`config.mk`:
```
export PLATFORM = sky130hd
export DESIGN_NAME = nibble_link_symbol_sender
export DESIGN_NICKNAME = d
export VERILOG_FILES = /design/src/hdl/nls_pkg.sv /design/src/hdl/nls_front.sv /design/src/hdl/nls_cmd_fifo.sv /design/src/hdl/nls_back.sv /design/src/hdl/nibble_link_symbol_sender.sv
export SDC_FILE = /design/constraint.sdc
export NUM_CORES = 1
export LEC_CHECK = 0
export BUFFER_PORTS_ARGS = -buffer_cell sky130_fd_sc_hd__buf_2
export CAP_MARGIN = 40
export CORE_ASPECT_RATIO = 2
export CORE_MARGIN = 4
export CORE_UTILIZATION = 55
export CTS_CLUSTER_SIZE = 28
export DETAILED_ROUTE_END_ITERATION = 8
export PLACE_DENSITY = 0.82
export SLEW_MARGIN = 20
export SYNTH_ARGS = -nofsm -noshare
export SYNTH_HDL_FRONTEND = slang
export SYNTH_SLANG_ARGS = --single-unit
```
`constraint.sdc`:
```
create_clock -name i_clk -period 4.1 [get_ports i_clk]
set_input_delay 0.82 -clock i_clk [delete_from_list [all_inputs] [get_ports i_clk]]
set_output_delay 0.82 -clock i_clk [all_outputs]
set_load 0.03 [all_outputs]
```
`src/hdl/nls_pkg.sv`:
```
// ----------------------------------------------------------------------------
// nls_pkg: shared types and constants of the nibble link symbol sender
// Line codes, step positions of a character frame, the command word passed
// from the front end to the back end, and the code lookup per step.
// ----------------------------------------------------------------------------
`default_nettype none

package nls_pkg;

    localparam int SYM_W     = 3;
    localparam int CODE_W    = 4;
    localparam int PORT_W    = 8;
    localparam int STEP_N    = 8;
    localparam int STEP_W    = 3;
    localparam int CMD_DEPTH = 2;

    localparam logic [CODE_W-1:0] CODE_START = 4'h8;
    localparam logic [CODE_W-1:0] CODE_SAME  = 4'hA;
    localparam logic [CODE_W-1:0] CODE_STOP  = 4'hF;

    // Step positions inside one character frame, in send order.
    localparam logic [STEP_W-1:0] STEP_LEAD_SAME = 3'd0;
    localparam logic [STEP_W-1:0] STEP_START     = 3'd1;
    localparam logic [STEP_W-1:0] STEP_SYM0      = 3'd2;
    localparam logic [STEP_W-1:0] STEP_SAME01    = 3'd3;
    localparam logic [STEP_W-1:0] STEP_SYM1      = 3'd4;
    localparam logic [STEP_W-1:0] STEP_SAME12    = 3'd5;
    localparam logic [STEP_W-1:0] STEP_SYM2      = 3'd6;
    localparam logic [STEP_W-1:0] STEP_STOP      = 3'd7;

    // One classified character: a bit per step that is sent, and the symbols.
    typedef struct packed {
        logic [STEP_N-1:0] mask;
        logic [SYM_W-1:0]  sym0;
        logic [SYM_W-1:0]  sym1;
        logic [SYM_W-1:0]  sym2;
    } t_cmd;

    function automatic logic [CODE_W-1:0] step_code(input logic [STEP_W-1:0] step,
                                                    input t_cmd cmd);
        logic [CODE_W-1:0] code;
        unique case (step)
            STEP_LEAD_SAME: code = CODE_SAME;
            STEP_START:     code = CODE_START;
            STEP_SYM0:      code = {1'b0, cmd.sym0};
            STEP_SAME01:    code = CODE_SAME;
            STEP_SYM1:      code = {1'b0, cmd.sym1};
            STEP_SAME12:    code = CODE_SAME;
            STEP_SYM2:      code = {1'b0, cmd.sym2};
            STEP_STOP:      code = CODE_STOP;
            default:        code = CODE_STOP;
        endcase
        return code;
    endfunction

endpackage

`default_nettype wire

```
`src/hdl/nls_front.sv`:
```
// ----------------------------------------------------------------------------
// nls_front: character classifier
// Splits each accepted byte into symbols, decides which SAME and STOP codes
// the frame needs and keeps the tail symbol history between characters.
// ----------------------------------------------------------------------------
`default_nettype none

module nls_front (
    input  wire logic                        i_clk,
    input  wire logic                        i_rst_n,
    input  wire logic                        i_push,
    input  wire logic                        i_full,
    input  wire logic [7:0]                  i_char_byte,
    input  wire logic                        i_final_char,
    output logic                             o_wr,
    output nls_pkg::t_cmd                    o_cmd
);
    import nls_pkg::*;

    logic [SYM_W-1:0] r_prev_tail, n_prev_tail;
    logic             r_prev_valid, n_prev_valid;
    logic [SYM_W-1:0] s0, s1, s2;
    logic             accept;

    assign accept = i_push && !i_full;
    assign s0 = i_char_byte[2:0];
    assign s1 = i_char_byte[5:3];
    assign s2 = {1'b0, i_char_byte[7:6]};

    always_comb begin
        o_cmd.sym0 = s0;
        o_cmd.sym1 = s1;
        o_cmd.sym2 = s2;
        o_cmd.mask = '0;
        o_cmd.mask[STEP_LEAD_SAME] = r_prev_valid && (r_prev_tail == s0);
        o_cmd.mask[STEP_START]     = 1'b1;
        o_cmd.mask[STEP_SYM0]      = 1'b1;
        o_cmd.mask[STEP_SAME01]    = (s0 == s1);
        o_cmd.mask[STEP_SYM1]      = 1'b1;
        o_cmd.mask[STEP_SAME12]    = (s1 == s2);
        o_cmd.mask[STEP_SYM2]      = 1'b1;
        o_cmd.mask[STEP_STOP]      = i_final_char;
    end

    assign o_wr = accept;

    // A final character ends the transmission and clears the history.
    always_comb begin
        n_prev_tail  = r_prev_tail;
        n_prev_valid = r_prev_valid;
        if (accept) begin
            n_prev_valid = !i_final_char;
            n_prev_tail  = i_final_char ? '0 : s2;
        end
    end

    always_ff @(posedge i_clk) begin
        if (!i_rst_n) begin
            r_prev_tail  <= '0;
            r_prev_valid <= 1'b0;
        end else begin
            r_prev_tail  <= n_prev_tail;
            r_prev_valid <= n_prev_valid;
        end
    end

endmodule

`default_nettype wire

```
`src/hdl/nls_cmd_fifo.sv`:
```
// ----------------------------------------------------------------------------
// nls_cmd_fifo: command queue between front end and back end
// A short register queue of classified characters, first in first out.
// ----------------------------------------------------------------------------
`default_nettype none

module nls_cmd_fifo #(
    parameter int Depth = nls_pkg::CMD_DEPTH
) (
    input  wire logic          i_clk,
    input  wire logic          i_rst_n,
    input  wire logic          i_wr,
    input  wire nls_pkg::t_cmd i_cmd,
    input  wire logic          i_rd,
    output nls_pkg::t_cmd      o_cmd,
    output logic               o_full,
    output logic               o_empty
);
    import nls_pkg::*;

    localparam int AW = (Depth > 1) ? $clog2(Depth) : 1;
    localparam int CW = $clog2(Depth + 1);
    localparam logic [AW-1:0] LAST_PTR = AW'(Depth - 1);
    localparam logic [CW-1:0] FULL_CNT = CW'(Depth);

    t_cmd            r_slot [Depth];
    logic [AW-1:0]   r_wr_ptr, n_wr_ptr;
    logic [AW-1:0]   r_rd_ptr, n_rd_ptr;
    logic [CW-1:0]   r_count, n_count;

    assign o_full  = (r_count == FULL_CNT);
    assign o_empty = (r_count == '0);
    assign o_cmd   = r_slot[r_rd_ptr];

    always_comb begin
        n_wr_ptr = r_wr_ptr;
        n_rd_ptr = r_rd_ptr;
        n_count  = r_count;
        if (i_wr) begin
            n_wr_ptr = (r_wr_ptr == LAST_PTR) ? '0 : r_wr_ptr + 1'b1;
        end
        if (i_rd) begin
            n_rd_ptr = (r_rd_ptr == LAST_PTR) ? '0 : r_rd_ptr + 1'b1;
        end
        if (i_wr && !i_rd) begin
            n_count = r_count + 1'b1;
        end else if (!i_wr && i_rd) begin
            n_count = r_count - 1'b1;
        end
    end

    always_ff @(posedge i_clk) begin
        if (!i_rst_n) begin
            r_wr_ptr <= '0;
            r_rd_ptr <= '0;
            r_count  <= '0;
        end else begin
            r_wr_ptr <= n_wr_ptr;
            r_rd_ptr <= n_rd_ptr;
            r_count  <= n_count;
        end
    end

    always_ff @(posedge i_clk) begin
        if (i_wr) begin
            r_slot[r_wr_ptr] <= i_cmd;
        end
    end

    a_no_overflow: assert property (@(posedge i_clk) disable iff (!i_rst_n)
        i_wr |-> (!o_full || i_rd))
        else $error("command queue written while full");

    a_no_underflow: assert property (@(posedge i_clk) disable iff (!i_rst_n)
        i_rd |-> !o_empty)
        else $error("command queue read while empty");

    a_count_bound: assert property (@(posedge i_clk) disable iff (!i_rst_n)
        r_count <= FULL_CNT)
        else $error("command queue count out of range");

endmodule

`default_nettype wire

```
`src/hdl/nls_back.sv`:
```
// ----------------------------------------------------------------------------
// nls_back: line code sequencer
// Walks the steps of one classified character, one code per cycle unless a
// held word is not popped, and keeps each port word in a register until taken.
// ----------------------------------------------------------------------------
`default_nettype none

module nls_back (
    input  wire logic                  i_clk,
    input  wire logic                  i_rst_n,
    input  wire logic                  i_upper_half_lane,
    input  wire nls_pkg::t_cmd         i_cmd,
    input  wire logic                  i_cmd_empty,
    output logic                       o_cmd_rd,
    input  wire logic                  i_pop,
    output logic                       o_empty,
    output logic [7:0]                 o_port_value,
    output logic                       o_run_end
);
    import nls_pkg::*;

    t_cmd              r_cmd;
    logic [STEP_N-1:0] r_mask, n_mask;
    logic [STEP_N-1:0] low_bit, rest_mask, load_mask;
    logic [STEP_W-1:0] step;
    logic [CODE_W-1:0] code;
    logic              advance, load;
    logic              r_out_valid, n_out_valid;
    logic [PORT_W-1:0] r_port, n_port;
    logic              r_run_end, n_run_end;

    // Lowest pending step is sent next.
    assign low_bit   = r_mask & (~r_mask + 1'b1);
    assign rest_mask = r_mask & ~low_bit;

    always_comb begin
        step = '0;
        for (int i = STEP_N - 1; i >= 0; i--) begin
            if (r_mask[i]) begin
                step = STEP_W'(i);
            end
        end
    end

    assign code    = step_code(step, r_cmd);
    assign advance = (r_mask != '0) && (!r_out_valid || i_pop);

    // Take the next character as soon as the current one has no steps left.
    assign load_mask = advance ? rest_mask : r_mask;
    assign load      = (load_mask == '0) && !i_cmd_empty;
    assign o_cmd_rd  = load;

    always_comb begin
        n_mask      = load ? i_cmd.mask : load_mask;
        n_out_valid = r_out_valid;
        n_port      = r_port;
        n_run_end   = r_run_end;
        if (advance) begin
            n_out_valid = 1'b1;
            n_port      = i_upper_half_lane ? {code, 4'h0} : {4'h0, code};
            n_run_end   = (rest_mask == '0);
        end else if (i_pop) begin
            n_out_valid = 1'b0;
        end
    end

    always_ff @(posedge i_clk) begin
        if (!i_rst_n) begin
            r_mask      <= '0;
            r_out_valid <= 1'b0;
        end else begin
            r_mask      <= n_mask;
            r_out_valid <= n_out_valid;
        end
    end

    always_ff @(posedge i_clk) begin
        r_port    <= n_port;
        r_run_end <= n_run_end;
        if (load) begin
            r_cmd <= i_cmd;
        end
    end

    assign o_empty      = !r_out_valid;
    assign o_port_value = r_port;
    assign o_run_end    = r_run_end;

    a_frame_shape: assert property (@(posedge i_clk) disable iff (!i_rst_n)
        load |-> (i_cmd.mask[STEP_START] && i_cmd.mask[STEP_SYM0]
                  && i_cmd.mask[STEP_SYM1] && i_cmd.mask[STEP_SYM2]))
        else $error("character frame without start or symbols");

    a_load_when_done: assert property (@(posedge i_clk) disable iff (!i_rst_n)
        load |=> $past(r_mask == '0 || (advance && rest_mask == '0)))
        else $error("new character loaded over pending steps");

endmodule

`default_nettype wire

```
`src/hdl/nibble_link_symbol_sender.sv`:
```
// ----------------------------------------------------------------------------
// nibble_link_symbol_sender: character to nibble line code sender
// Turns character bytes into 4-bit line codes placed in one half of a port.
// ----------------------------------------------------------------------------
// Usage:
// The input side is a queue: a character beat (i_char_byte, i_final_char) is
// taken at a clock edge with push high and full low. Each byte is sent as
// START, its three 3-bit symbols (least significant first), with SAME placed
// between equal neighbors, also before START when the previous character's
// last symbol equals this character's first one. After a character marked
// final, STOP follows and the symbol history is cleared.
// The result side is a queue as well: while empty is low the oldest port
// word sits on o_port_value and o_run_end, and pop takes it. o_run_end marks
// the last word of a character. i_cfg_wen/i_cfg_wdata set the lane: 0 puts
// the code into bits 3:0, 1 into bits 7:4; write it only while idle.
// An accepted beat passes the command queue and the step mask register
// before its first word reaches the output register. The back end sends
// one word per cycle while words are popped; a character is four to eight
// words. A short command queue decouples the classifier from the sequencer,
// so beats keep being accepted while words are still going out. When the
// receiver stalls, the output register holds, the queue fills and full rises.
// Reset empties the queue and the output and clears the history and lane.
// ----------------------------------------------------------------------------
`default_nettype none

module nibble_link_symbol_sender #(
    parameter int CmdDepth = nls_pkg::CMD_DEPTH
) (
    input  wire logic        i_clk,
    input  wire logic        i_rst_n,
    input  wire logic        i_cfg_wen,
    input  wire logic        i_cfg_wdata,
    input  wire logic        push,
    output logic             full,
    input  wire logic [7:0]  i_char_byte,
    input  wire logic        i_final_char,
    output logic             empty,
    input  wire logic        pop,
    output logic [7:0]       o_port_value,
    output logic             o_run_end
);
    import nls_pkg::*;

    logic r_upper_half_lane;
    logic fifo_wr, fifo_rd, fifo_empty;
    t_cmd front_cmd, queue_cmd;

    // Lane select register; the back end reads it when it forms a port word.
    always_ff @(posedge i_clk) begin
        if (!i_rst_n) begin
            r_upper_half_lane <= 1'b0;
        end else if (i_cfg_wen) begin
            r_upper_half_lane <= i_cfg_wdata;
        end
    end

    nls_front u_front (
        .i_clk        (i_clk),
        .i_rst_n      (i_rst_n),
        .i_push       (push),
        .i_full       (full),
        .i_char_byte  (i_char_byte),
        .i_final_char (i_final_char),
        .o_wr         (fifo_wr),
        .o_cmd        (front_cmd)
    );

    nls_cmd_fifo #(
        .Depth (CmdDepth)
    ) u_cmd_fifo (
        .i_clk   (i_clk),
        .i_rst_n (i_rst_n),
        .i_wr    (fifo_wr),
        .i_cmd   (front_cmd),
        .i_rd    (fifo_rd),
        .o_cmd   (queue_cmd),
        .o_full  (full),
        .o_empty (fifo_empty)
    );

    nls_back u_back (
        .i_clk             (i_clk),
        .i_rst_n           (i_rst_n),
        .i_upper_half_lane (r_upper_half_lane),
        .i_cmd             (queue_cmd),
        .i_cmd_empty       (fifo_empty),
        .o_cmd_rd          (fifo_rd),
        .i_pop             (pop),
        .o_empty           (empty),
        .o_port_value      (o_port_value),
        .o_run_end         (o_run_end)
    );

endmodule

`default_nettype wire
```
== Word level (Yosys, flattened, before mapping) ==
Memories as Yosys holds them, arrays and structs flattened. A register that Yosys moved wholly into a read port is not among the register bits.
Index checks and enable logic that the tools add are counted.
Operators by class
  add/sub/neg operators: 5
  equality and inequality tests: 11
  multiplexer cells: 22
  bitwise logic cells: 4
  reduce and logical (&&, ||, !) cells: 21
Operators by type and width (count)
  3-bit two-way mux: 8
  4-bit case mux with 6 select lines: 1
  8-bit bitwise AND: 2
  8-bit logical NOT: 2
  8-bit two-way mux: 2
  8-bit inverter: 2
  3-bit == test (second input constant): 4
  8-bit by 1-bit adder with 8-bit output (second input constant): 1
  1-bit two-way mux: 8
  8-bit nonzero test: 1
  3-bit by 2-bit == test with 1-bit output (second input constant): 2
  3-bit == test: 2
  1-bit logical AND: 6
  1-bit logical NOT: 6
  2-bit two-way mux: 3
  2-bit nonzero test: 2
  3-bit by 1-bit == test with 1-bit output (second input constant): 1
  3-bit by 2-bit == test with 1-bit output: 1
  3-bit logical NOT: 1
  3-bit OR reduction: 1
  1-bit adder (second input constant): 2
  2-bit by 1-bit adder with 2-bit output (second input constant): 1
  2-bit == test (second input constant): 1
  2-bit logical NOT: 1
  other kinds (2): 2
Storage, ports and cells
  register bits after elaboration: 36
  RAM bits: 24
  input port bits: 15
  output and inout port bits: 11
  logic and storage cells: 78
  memories kept: 1
Memories
  u_cmd_fifo.r_slot: words 2, width 12, rd ports 1, clocked after Yosys merged registers in 1, wr ports 1, line nls_cmd_fifo.sv:26  | t_cmd r_slot [Depth];

== Logic depth before layout (Yosys ltp) ==
  depth in word-level cells: 11
  depth in mapped cells: 11
  gate-level depth less buffers: 8

== Cells and area by module ==
Synthesis repeated with hierarchy kept, for this count alone.
Unflattened totals
  cell total of the unflattened synthesis: 237
  area, all modules: 3076.7 µm²
By module, submodules not included
  nls_cmd_fifo: times used 1, cells an instance 75, area each 1443.9 µm², sequential area each 1121.1 µm²
  nls_back: times used 1, cells an instance 120, area each 1266.2 µm², sequential area each 720.7 µm²
  nls_front: times used 1, cells an instance 39, area each 330.3 µm², sequential area each 60.1 µm²
  nibble_link_symbol_sender: times used 1, cells an instance 3, area each 36.3 µm², sequential area each 20.0 µm²

== Worst setup path before layout ==
Ideal clock, no wire load.
  path type: in2reg
  from: input pop
  to: register u_cmd_fifo.r_count[1]
  library setup time: 0.071 ns
  arrival time: 3.025 ns
  required time: 4.029 ns
  path slack: 1.005 ns
  stages on the path: 9
  buffers on the path: 2
  cells stage by stage: nor2b_1 -> clkbuf_1 -> or3_4 -> maj3_2 -> or3_1 -> buf_6 -> ha_1 -> or3_1 -> a21oi_1
On the way
  word-level cells in the longest chain between the ends: 8
  elaborated cells on any way between the ends: 10
  classes of those cells: 2 x mux; 8 x reduce/logical
Ends and longest elaborated chain
  start, declared: line nibble_link_symbol_sender.sv:38  | input wire logic pop,
  1-bit logical OR *: line nls_back.sv:46  | assign advance = (r_mask != '0) && (!r_out_valid || i_pop);
  1-bit logical AND *: line nls_back.sv:46
  8-bit two-way mux *: line nls_back.sv:49  | assign load_mask = advance ? rest_mask : r_mask;
  8-bit logical NOT *: line nls_back.sv:50  | assign load = (load_mask == '0) && !i_cmd_empty;
  1-bit logical AND *: line nls_back.sv:50
  1-bit logical NOT: line nls_cmd_fifo.sv:45  | if (i_wr && !i_rd) begin
  1-bit logical AND: line nls_cmd_fifo.sv:45
  2-bit two-way mux / 2-bit nonzero test (equally long branches)
  end signal, assigned: line nls_cmd_fifo.sv:60  | r_count <= n_count;
  end, declared: line nls_cmd_fifo.sv:29  | logic [CW-1:0] r_count, n_count;
Every way passes the cells marked *; elsewhere a longest branch is shown, timed or not.
A chain may end at the register's enable or synchronous reset.

== Final worst setup path ==
  from: register u_back.r_mask[2]
  to: register u_cmd_fifo.r_count[1]
On the way
  word-level cells in the longest chain between the ends: 11
  elaborated cells on any way between the ends: 15
  classes of those cells: 1 x add/sub; 2 x mux; 4 x bitwise; 8 x reduce/logical
Ends and longest elaborated chain
  start, declared: line nls_back.sv:23  | logic [STEP_N-1:0] r_mask, n_mask;
  start signal, assigned: line nls_back.sv:72  | r_mask <= n_mask;
  8-bit inverter: line nls_back.sv:33  | assign low_bit = r_mask & (~r_mask + 1'b1);
  8-bit by 1-bit adder with 8-bit output: line nls_back.sv:33
  8-bit bitwise AND: line nls_back.sv:33
  8-bit inverter: line nls_back.sv:34  | assign rest_mask = r_mask & ~low_bit;
  8-bit bitwise AND: line nls_back.sv:34
  8-bit two-way mux *: line nls_back.sv:49
  8-bit logical NOT *: line nls_back.sv:50
  1-bit logical AND *: line nls_back.sv:50
  1-bit logical NOT: line nls_cmd_fifo.sv:45
  1-bit logical AND: line nls_cmd_fifo.sv:45
  2-bit two-way mux / 2-bit nonzero test (equally long branches)
Marks and branches as above.

==> results by group <==
Run status
  • Result of the run: finished clean

Yosys
  • Syn Area/Cell: 12.51 µm²
  • Post-synthesis instance total: 205
  • Number of register bits inferred by synthesis: 59
  • Sequential fraction of the synthesis area: 0.6208
  • Synthesized netlist net count: 221
  • Post-synthesis async set-or-reset flop share: 0
  • Number of warnings printed during yosys synthesis: 0
  • Number of synthesized flops with an enable pin: 41
  • Post-Synthesis Cell Area: 2564 µm²
  • Number of distinct library cell variants in the gate-level netlist after synthesis: 49
  • Predominant post-synthesis flop cell: sky130_fd_sc_hd__edfxtp_1

Clocking
  • Postcts setup bufs: 0
  • CTS tree: done
  • Sink Count: 59
  • # resized after CTS: 0
  • Number of hold-repair buffers added at the cts stage: 0
  • Worst-path clk slew: 0.07 ns
  • Root buffer cell: sky130_fd_sc_hd__clkbuf_8
  • Max clock buf depth: 2
  • Clock insertion delay at the later pin of the skew report: 0.33 ns
  • CTS H-tree lvls: 3
  • TritonCTS Buffers: 9

Cells and area
  • Fraction of final layout cells sized beyond drive strength 1: 0.2700
  • Finished Layout Cells: 291
  • Post-layout nets: 248
  • Antenna cell count: 0
  • Synthesis-to-finish area growth: 14.64%

Die
  • DIE AREA: 5884 µm²
  • Die W: 56.28 µm
  • Initial Utilization: 0.5795
  • Core area: 4424 µm²
  • Top-level I/O count: 26
  • Chip Height: 104.6 µm
  • Count of standard-cell rows: 34

Critical path
  • Slowest Stage Delay on Critical Path: 0.60 ns
  • CP Data Required Time: 4.36 ns
  • CP Cell Sequence: or4_4, or3_4, maj3_2, or3_1, ha_1, or3_1, a21oi_1
  • CP Data Arrival Time: 3.48 ns
  • Worst Setup Start Kind: register
  • Worst setup path category: reg2reg
  • Crit. End Element: register
  • Cell with the most instances on the worst path: sky130_fd_sc_hd__or3_1
  • Crit path max-delay cell type: sky130_fd_sc_hd__or4_4
  • Maximum fanout along the worst path: 14

Timing
  • Total count of max-transition violations in the final report: 0
  • Skew final: 0.008371 ns
  • Least-Margin Pin Slew: 0.6444 ns
  • Final Cycle Share: 0.7862
  • Min Clock Period, post-route: 3.224 ns
  • Unrepaired setup endpoints after global routing: false
  • Relative slew margins: 0.5695
  • Setup TNS: 0 ns
  • Max frequency: 310.2 MHz
  • Hold Fails Final Rpt: 0
  • Final Setup Violations: 0

Route
  • Vias: 1671
  • Post-route antenna net violation count: 0
  • Overall routed net length: 4571 µm
  • Post-route DRC: 0
  • DR vias/cell: 5.742
  • Number of DRC markers after the initial detailed-route iteration: 27
  • Wirelength per Cell: 15.71 µm
  • Length of the first detailed-routing pass in iterations: 4

Power
  • Leakage: 1.096 nW
  • Maximum resistive drop on vdd: 0.6353 mV
  • Power density relative to cell area: 858.9 nW/µm²

GRT
  • Antenna violations before repair: 0
  • Via count of the first global-routing pass: 1651
  • Gr ovfl total: 0
  • Global-route wire length before repair: 7376 µm
  • Pin count of the biggest net entering global routing: 15
  • Total global routing track utilization: 0.1686

Place
  • Gpl congestion: 0.8652
  • # port buffers: 25
  • Total placed cells including tap cells: 274
  • HPWL after DPL: 3405 µm

Flow run
  • Total of max-cap violations: 0

Hold path
  • Class of the tightest hold or removal check: reg2reg
[cells in the final DEF, fill, tap and decap left out, types with 5 or more instances in the layout]
cell	instances
sky130_fd_sc_hd__a21oi_1	12
sky130_fd_sc_hd__buf_2	25
sky130_fd_sc_hd__clkbuf_8	9
sky130_fd_sc_hd__dfxtp_1	18
sky130_fd_sc_hd__edfxtp_1	41
sky130_fd_sc_hd__inv_1	8
sky130_fd_sc_hd__mux2_2	8
sky130_fd_sc_hd__mux2i_1	7
sky130_fd_sc_hd__nor2_1	23
sky130_fd_sc_hd__nor3_1	6
sky130_fd_sc_hd__o21ai_0	5
sky130_fd_sc_hd__xor2_1	9
[cell usage after synthesis (all sizes together) (2+ instances only)]
cell type	n	area [µm²]
nor3b	4	30.03
or3	3	23.77
mux2	8	90.09
maj3	2	21.27
buf	5	36.28
and4bb	2	25.02
nor3	6	30.03
nand2	4	15.01
a211oi	3	22.52
clkbuf	7	27.52
o21ai	5	25.02
a221o	2	20.02
a31oi	2	12.51
a21oi	12	60.06
or4	2	22.52
xor2	9	78.83
nand3	2	10.01
and3	2	12.51
edfxtp	41	1231
dfxtp	18	360.4
inv	9	33.78
nand2b	4	25.02
mux2i	7	70.07
o31a	3	27.53
nor2b	3	18.77
o31ai	3	32.53
nor2	23	86.33
[state kept, by name (all words and copies together), names as in the netlist, named ones only]
name	flops
u_front.r_prev_tail	2
u_cmd_fifo.r_slot	24
r_upper_half_lane	1
u_cmd_fifo.r_count	2
u_back.o_port_value	8
u_back.o_run_end	1
u_front.r_prev_valid	1
u_back.r_cmd	8
u_back.r_out_valid	1
u_back.r_mask	8
u_cmd_fifo.r_rd_ptr	1
u_cmd_fifo.r_wr_ptr	1
[per-layer routing]
layer | vias to the layer above | GRT usage | share of wire
met5 | - | 0 | 0
met4 | 0 | 0.1087 | 0.030
met3 | 12 | 0.04074 | 0.043
met2 | 43 | 0.3367 | 0.61
met1 | 805 | 0.1333 | 0.32
li1 | 811 | - | -
[path summary, 6_finish.rpt]
path / end / cells after the start / start / slack (ns)
max: u_cmd_fifo.r_count[1] / 7 / u_back.r_mask[2] / 0.88
min: register / 2 / u_cmd_fifo.r_rd_ptr / 0.49
max reg2reg: u_cmd_fifo.r_count[1] / 7 / u_back.r_mask[2] / 0.88
min reg2reg: register / 2 / u_cmd_fifo.r_rd_ptr / 0.49
[critical path, delay by kind of cell, from the launching register on]
family | cells | cell delay [ns]
AND/OR/NAND/NOR | 4 | 1.85
flip-flops | 1 | 0.44
adder cells (fa/ha/maj) | 2 | 0.70
AO/OA/AOI/OAI | 1 | 0.16
[cell type report]
type	count	area [µm²]
Fill cell	343	1485
Tap cell	54	67.56
Multi-Input combinational cell	125	874.6
Sequential cell	59	1592
Inverter	9	33.78
Clock buffer	9	123.9
Timing Repair Buffer	28	147.6
Clock inverter	7	100.1
[power by group]
group          total, mW  switching [mW]  internal (mW)
logic              0.917           0.536          0.382
registers           1.03           0.143          0.885
clock network      0.579           0.235          0.345
[stage by stage]
stage	power [mW]	worst slack, ns	hold slack [ns]	util	area, µm²
2_1_floorplan	1.764	1.005	0.4516	-	2564
3_3_place_gp	1.911	0.8884	0.4601	0.6086	2693
6_report	2.524	0.8764	0.4858	0.6643	2939
4_1_cts	2.531	0.8864	0.4894	0.6626	2932
3_5_place_dp	1.946	0.8026	0.4799	0.6120	2708
5_1_grt	2.676	0.7477	0.5203	0.6643	2939
[logic make-up after synthesis]
kind of cell    Yosys count  synth area share
fa+ha+maj                 3           0.01318
buf+inv                  21           0.03806
flops                    59            0.6208
compound gates           37           0.09957
xor+xnor                  9           0.03075
mux                      15           0.06247
simple gates             61            0.1352
No activity file was read; power rests on OpenSTA's default activity.
